File: config.mk
export PLATFORM = sky130hd
export DESIGN_NAME = fdr_ctrl
export DESIGN_NICKNAME = d
export VERILOG_FILES = /design/src/hdl/fdr_pkg.sv /design/src/hdl/fdr_ctrl.sv
export SDC_FILE = /design/constraint.sdc
export NUM_CORES = 1
export LEC_CHECK = 0
export ABC_AREA = 0
export BUFFER_PORTS_ARGS = -buffer_cell sky130_fd_sc_hd__buf_2
export CORE_MARGIN = 2
export CORE_UTILIZATION = 45
export DETAILED_ROUTE_END_ITERATION = 10
export PLACE_DENSITY = 0.71
export RECOVER_POWER = 100
export SKIP_CTS_REPAIR_TIMING = 1
export SYNTH_ARGS = -nofsm -noshare
export SYNTH_HDL_FRONTEND = slang
export SYNTH_SLANG_ARGS = --single-unit
File: constraint.sdc
create_clock -name clk -period 1.3 [get_ports clk]
set_input_delay 0.065 -clock clk [delete_from_list [all_inputs] [get_ports clk]]
set_output_delay 0.065 -clock clk [all_outputs]
set_load 0.02 [all_outputs]
File: src/hdl/fdr_pkg.sv
// Shared constants, row layout and control structs of the LED color fader.
package fdr_pkg;

  localparam int PIXEL_COUNT   = 16;
  localparam int CHANNEL_COUNT = 4;
  localparam int SLOTS         = 4;
  localparam int PIX_W         = (PIXEL_COUNT > 1) ? $clog2(PIXEL_COUNT) : 1;
  localparam int LVL_W         = 8;
  localparam int SPAN_W        = 24;
  localparam int TIME_W        = 32;
  localparam int IDX_W         = 4;
  localparam int DIV_STEPS     = SPAN_W;
  localparam int CNT_W         = $clog2(DIV_STEPS);
  localparam int TURN_W        = 2;

  localparam logic [SPAN_W-1:0] SPAN_RESET = 24'd1000000;

  // Input command codes
  localparam logic CMD_SET  = 1'b0;
  localparam logic CMD_TICK = 1'b1;

  // Configuration register indexes
  localparam int CFG_IDX_W  = 1;
  localparam int CFG_DATA_W = SPAN_W;
  localparam logic [CFG_IDX_W-1:0] CFG_RGBW_MODE = 1'd0;
  localparam logic [CFG_IDX_W-1:0] CFG_FADE_SPAN = 1'd1;

  // One channel of one pixel
  typedef struct packed {
    logic [LVL_W-1:0]  tgt;
    logic [LVL_W-1:0]  cur;
    logic [SPAN_W-1:0] ivl;
    logic [TIME_W-1:0] last;
  } fdr_slot_t;

  // All channels of one pixel, one memory row
  typedef fdr_slot_t [SLOTS-1:0] fdr_row_t;

  // Controller to datapath commands
  typedef struct packed {
    logic             load_in;
    logic             div_load;
    logic             div_step;
    logic             set_wr;
    logic             tick_wr;
    logic             turn_adv;
    logic             last;
    logic [PIX_W-1:0] pix;
  } fdr_cmd_t;

  // Datapath to controller status
  typedef struct packed {
    logic out_free;
  } fdr_status_t;

endpackage

File: src/hdl/fdr_ctrl.sv
// Sequencer that walks the pixels for set and tick commands.
module fdr_ctrl (
  input  logic                 clk,
  input  logic                 rst_n,
  input  logic                 in_valid,
  input  logic                 in_command,
  output logic                 in_ready,
  input  fdr_pkg::fdr_status_t st,
  output fdr_pkg::fdr_cmd_t    cmd
);

  typedef enum logic [2:0] {
    S_IDLE,
    S_SET_RD,
    S_SET_LOAD,
    S_SET_DIV,
    S_SET_WR,
    S_TICK_RD,
    S_TICK_WR
  } state_t;

  state_t                          state_r, state_nxt;
  logic [fdr_pkg::PIX_W-1:0]       pix_r, pix_nxt;
  logic [fdr_pkg::CNT_W-1:0]       cnt_r, cnt_nxt;
  logic                            last_pix;

  assign last_pix = (pix_r == fdr_pkg::PIX_W'(fdr_pkg::PIXEL_COUNT - 1));

  // Next state and command decode
  always_comb begin
    state_nxt    = state_r;
    pix_nxt      = pix_r;
    cnt_nxt      = cnt_r;
    in_ready     = 1'b0;
    cmd          = '0;
    cmd.pix      = pix_r;
    cmd.last     = last_pix;
    unique case (state_r)
      S_IDLE: begin
        in_ready = 1'b1;
        if (in_valid) begin
          cmd.load_in = 1'b1;
          pix_nxt     = '0;
          state_nxt   = (in_command == fdr_pkg::CMD_TICK) ? S_TICK_RD : S_SET_RD;
        end
      end
      S_SET_RD: begin
        state_nxt = S_SET_LOAD;
      end
      S_SET_LOAD: begin
        cmd.div_load = 1'b1;
        cnt_nxt      = '0;
        state_nxt    = S_SET_DIV;
      end
      S_SET_DIV: begin
        cmd.div_step = 1'b1;
        if (cnt_r == fdr_pkg::CNT_W'(fdr_pkg::DIV_STEPS - 1)) begin
          state_nxt = S_SET_WR;
        end else begin
          cnt_nxt = cnt_r + fdr_pkg::CNT_W'(1);
        end
      end
      S_SET_WR: begin
        cmd.set_wr = 1'b1;
        if (last_pix) begin
          state_nxt = S_IDLE;
        end else begin
          pix_nxt   = pix_r + fdr_pkg::PIX_W'(1);
          state_nxt = S_SET_RD;
        end
      end
      S_TICK_RD: begin
        state_nxt = S_TICK_WR;
      end
      S_TICK_WR: begin
        // hold until the output register can take the report
        if (st.out_free) begin
          cmd.tick_wr = 1'b1;
          if (last_pix) begin
            cmd.turn_adv = 1'b1;
            state_nxt    = S_IDLE;
          end else begin
            pix_nxt   = pix_r + fdr_pkg::PIX_W'(1);
            state_nxt = S_TICK_RD;
          end
        end
      end
      default: begin
        state_nxt = S_IDLE;
      end
    endcase
  end

  // State and counters
  always_ff @(posedge clk) begin
    if (!rst_n) begin
      state_r <= S_IDLE;
      pix_r   <= '0;
      cnt_r   <= '0;
    end else begin
      state_r <= state_nxt;
      pix_r   <= pix_nxt;
      cnt_r   <= cnt_nxt;
    end
  end

endmodule

==> metrics, run 1 <==
Register Area=262 sq um; Total Routed Length=2.12 mm; final setup fails=13; CP endpoint kind=output port; R2R depth=5; unrepaired setup endpoints after global routing=true; CTS max path bufs=2; setup TNS=-0.708 ns; dominant synthesized flop cell=dfxtp_1; skew final=0.00186 ns; Multi-input gate area=527 sq um; Initial DRC Count=14; Max IR drop VDD=0.713 mV; fmax=708 MHz; commonest non-fill, non-tap cell in the layout=buf_4; layout cells sized above 1=59.7%; Clk Latency, worst-skew pair=0.28 ns; Die Ht=43.9 um; antenna cells=0; P per Cell Area=1250 mW/mm^2; synthesized area per cell=8.84 sq um; commonest non-fill, non-tap cells in the layout=21 x buf_4, 10 x buf_6, 8 x buf_2; Slowest-stage cell, CP=dfxtp_4; core footprint=0.00151 sq mm; setup ws final=-0.112 ns; vias in the first global route=632; Cells after Synth=81; Startpoint Class=register; Hold Fails Final Rpt=0; first-pass GRT wire length=2.73 mm; fin. max-slew vios=0; final instance area=0.00116 sq mm; largest net degree at the start of global routing=9; # fillers=104; hold depth=2; fin crit share=109%; # rows=14; GPL Wtd Cong=0.834; max cap viols=0; worst slew pin tran=0.309 ns; violated checks=setup timing; Vias=753; initial core utilization=47.5%; Syn Std Cell Area=716 sq um; TritonCTS buffer count=3; CP max FO=5; CTS tree=done; CTS clk-pin slew, worst paths=0.08 ns; number of flops mapped to enable cells by yosys=0; Synth Register Bits=12; Avg WL per Cell=15.7 um; Relative slew margins=79.3%; total congestion overflow=0; Yosys top cell area share=33.6%; clock root buffer=clkbuf_4; Post-DRT Antenna Nets=0; Most common cell on crit path=buf_6; Area Growth Syn to Fin=61.9%; Yosys top cell by area=dfxtp_1; final total power=0.00144 W; top cells by area, synth=dfxtp_1 34%, a21oi_1 4.2%, nor2_1 3.7%; Ports=17; Via density=5.58; htree depth=1; fin crit period=1.41 ns; All-Layer GR Usage=19.1%; register area share after synthesis=33.6%; DRT Pass-1 Iters=4; Post-synth ARST share=0%; placed cell area=921 sq um; CP Class=reg2out; CTS Sinks=12; area of the die=0.00193 sq mm; status=complete, but fails checks; Crit path required time=1.24 ns; P_leak=0.480 nW; port bufs=16; post-synth cell types=34; Die Width=43.9 um; dpl hpwl=1.30 mm; Nets=127; synth warn=0; drc violations=0; Hold WC Path Type=in2reg; crit-path cells=buf_6 > nor2b_4 > and3_4 > and2_4 > buf_6; syn nets=88; CP max stage delay=0.40 ns; Worst EP arrival=1.35 ns; initial antenna violation count=0
-- worst max-delay path: cells and delay by family, from the launching register on --
| kind | cells | cell delay [ns] |
|---|---|---|
| flip-flops | 1 | 0.40 |
| buffers and inverters | 2 | 0.23 |
| AND/OR/NAND/NOR | 3 | 0.45 |
-- final timing paths --
| path | from | endpoint | slack (ns) |
|---|---|---|---|
| hold reg to reg | cnt_r[3] | cnt_r[3] | 0.53 |
| setup / recovery | state_r[1] | cmd[5] | -0.11 |
| hold / removal | rst_n | state_r[0] | 0.06 |
| setup reg to reg | state_r[1] | state_r[0] | -0.09 |
-- routing by layer --
metal | vias to the layer above | GRT usage [%] | share of wire [%]
met4 | 0 | 9.09 | 0.80
met1 | 359 | 24.8 | 41
met2 | 27 | 31.2 | 52
li1 | 365 | - | -
met5 | - | 0 | 0
met3 | 2 | 2.50 | 5.3
-- logic make-up after synthesis --
logic type      after synthesis  synth area share (%)
mux                           1                  1.40
simple gates                 34                  30.2
compound gates               20                  19.8
fa+ha+maj                     2                  3.50
xor+xnor                      4                  4.90
flops                        12                  33.6
buf+inv                       8                  6.64
-- per-stage QoR --
step | util, % | hold WS [ns] | cells | worst slack [ns]
6_report | 76.9 | 0.0568 | 135 | -0.112
5_1_grt | 76.9 | 0.0628 | 135 | -0.171
4_1_cts | 62.9 | 0.0543 | 129 | -0.195
3_5_place_dp | 61.1 | 0.348 | 125 | -0.0875
3_3_place_gp | 61.1 | 0.354 | 125 | -0.0167
2_1_floorplan | - | 0.183 | 81 | -0.132
-- where the power goes --
group	total (W)	internal, W	switching (W)
clock network	0.000248	0.000111	0.000137
logic	0.000700	0.000371	0.000329
registers	0.000495	0.000422	0.0000733
total	0.00144	0.000904	0.000539
-- state kept, by name, indices dropped and copies added, names as in the netlist --
signal / cells
state_r: 3
pix_r: 4
cnt_r: 5
-- layout make-up --
type                    instances  share of cell area, %
clock buffers                   3                   1.94
clock inverters                 1                  0.324
inverters                       3                   1.19
multi-input cells              61                   45.5
flip-flops and latches         12                   22.6
well taps                      16                   1.73
repair buffers                 39                   26.8
-- cells in the mapped netlist (3+ instances only) --
cell,n
a21oi_1,6
nor2_1,7
xor2_1,3
dfxtp_1,12
and2_1,3
o21ai_0,4
nand2_1,3
or3_1,4
nand2b_1,4
nand3_1,4
inv_1,3
No activity file was read; power rests on OpenSTA's default activity.
==> run 2, diff against run 1 <==
- MAX_ROUTING_LAYER: unset -> met4
- TNS_END_PERCENT: unset -> 30
==> metrics, run 2 (synthesized netlist as in run 1, its figures left out) <==
fin crit share=117% (+8.3 points); highest routed layer=met4; Top Registers=cnt_r x5, pix_r x4, state_r x3; Area Growth Syn to Fin=50.7%; CTS Sinks=12 (unchanged); htree depth=1 (unchanged); CP Class=reg2out; CTS max path bufs=2 (unchanged); Clk Latency, worst-skew pair=0.29 ns (about the same); unrepaired setup endpoints after global routing=true; Crit Reg-Reg Startpoint=state_r[0]; metal1 wirelength=875 um (-0.34%); Total Routed Length=2.04 mm (-4.0%); max cap viols=0 (unchanged); layout cells sized above 1=51.3% (-8.4 points); All-Layer GR Usage=20.7% (+1.6 points); Via density=5.74 (+2.9%); skew final=0.00791 ns (+0.00605 ns); CTS tree=done; final setup fails=16 (+3); antenna cells=0 (unchanged); vias in the first global route=665 (+5.2%); # rows=14 (unchanged); Avg WL per Cell=15.1 um (-4.0%); Die Width=43.9 um (unchanged); violated checks=setup timing; fmax=658 MHz (-7.1%); CP endpoint kind=output port; worst slew pin tran=0.299 ns (-0.00989 ns); final instance area=0.00108 sq mm (-6.9%); Relative slew margins=80.0% (+0.66 points); CTS clk-pin slew, worst paths=0.08 ns (about the same); P per Cell Area=1340 mW/mm^2 (+7.4%); R2R depth=5 (unchanged); CP max FO=5 (unchanged); Hold Fails Final Rpt=0 (unchanged); first-pass GRT wire length=2.80 mm (+2.8%); pre-CTS setup slack=-0.167 ns (-0.0793 ns); Vias=775 (+2.9%); dpl cells=127 (+1.6%); Setup crit start=state_r[0]; max FFs per register=5 (unchanged); clock root buffer=clkbuf_4; Largest Register=cnt_r; Worst Setup EP=cmd[5]; core footprint=0.00151 sq mm (unchanged); Reg2Reg Capture Point=pix_r[2]; commonest non-fill, non-tap cells in the layout=23 x buf_4, 7 x dfxtp_1, 7 x buf_2; HP Start=rst_n; drc violations=0 (unchanged); Met2 Wirelength=1.01 mm (-9.3%); hold depth=2 (unchanged); GPL Wtd Cong=0.824 (-1.2%); fin. max-slew vios=0 (unchanged); Max IR drop VDD=0.785 mV (+10%); Startpoint Class=register; Die Ht=43.9 um (unchanged); TritonCTS buffer count=3 (unchanged); DRT Pass-1 Iters=5 (+1); port bufs=16 (unchanged); initial antenna violation count=0 (unchanged); Initial DRC Count=18 (+4); area of the die=0.00193 sq mm (unchanged); fin crit period=1.52 ns (+0.108 ns); total congestion overflow=0 (unchanged); final std cells w/o fill=135 (unchanged); placed cell area=925 sq um (+0.41%); status=complete, but fails checks; setup ws final=-0.220 ns (-0.108 ns); initial core utilization=47.5% (unchanged); Ports=17 (unchanged); dpl hpwl=1.24 mm (-5.3%); largest net degree at the start of global routing=9 (unchanged); Met3 Wirelength=119 um (+6.3%); Nets=127 (unchanged); commonest non-fill, non-tap cell in the layout=buf_4; Post-DRT Antenna Nets=0 (unchanged); Crit path required time=1.24 ns (about the same); Hold WC Path Type=in2reg; reg2reg setup slack=-0.16 ns (-0.07 ns); Worst EP arrival=1.46 ns (+0.11 ns); P_leak=0.464 nW (-3.3%)
## run 2: per-stage QoR
| step | setup TNS (ns) | hold slack [ns] | util (%) | power, W |
|---|---|---|---|---|
| floorplan | -0.674 | 0.183 | - | 0.000798 |
| global placement | -0.697 | 0.355 | 61.4 | 0.00101 |
| detailed placement | -0.897 | 0.343 | 61.4 | 0.00101 |
| CTS | -2.23 | 0.0497 | 63.8 | 0.00133 |
| global route | -2.60 | 0.0725 | 71.6 | 0.00151 |
| finish | -1.48 | 0.0639 | 71.6 | 0.00144 |
## run 2: worst max-delay path, cell delays in order, from the launching register on
cell and delay [ns]:
dfxtp_4 0.36, buf_4 0.15, buf_6 0.12, nor2b_4 0.10, and3_4 0.19, and2_4 0.14, buf_6 0.11
## run 2: how the worst min path moves through the flow
stage,to,slack [ns]
final,state_r[0],0.06
after CTS,state_r[0],0.05
after floorplan,state_r[0],0.18
after detailed placement,state_r[0],0.34
after global placement,state_r[0],0.35
after global routing,state_r[0],0.07
## run 2: per-layer routing
metal | vias up | global-route usage, %
met2 | 30 | 33.5
met3 | 5 | 3.75
met4 | 0 | 9.70
met1 | 375 | 24.7
met5 | - | -
li1 | 365 | -
## run 2: cell type report
class,instances,area [sq um]
multi-input cells,61,480
fillers,113,428
repair buffers,39,279
flip-flops and latches,12,251
clock buffers,4,36.3
well taps,16,20.0
inverters,3,11.3
## run 2: report_power, final
group          total, W  switching (W)  internal [W]
registers      0.000467      0.0000545      0.000413
logic          0.000663       0.000322      0.000341
clock network  0.000312       0.000142      0.000171
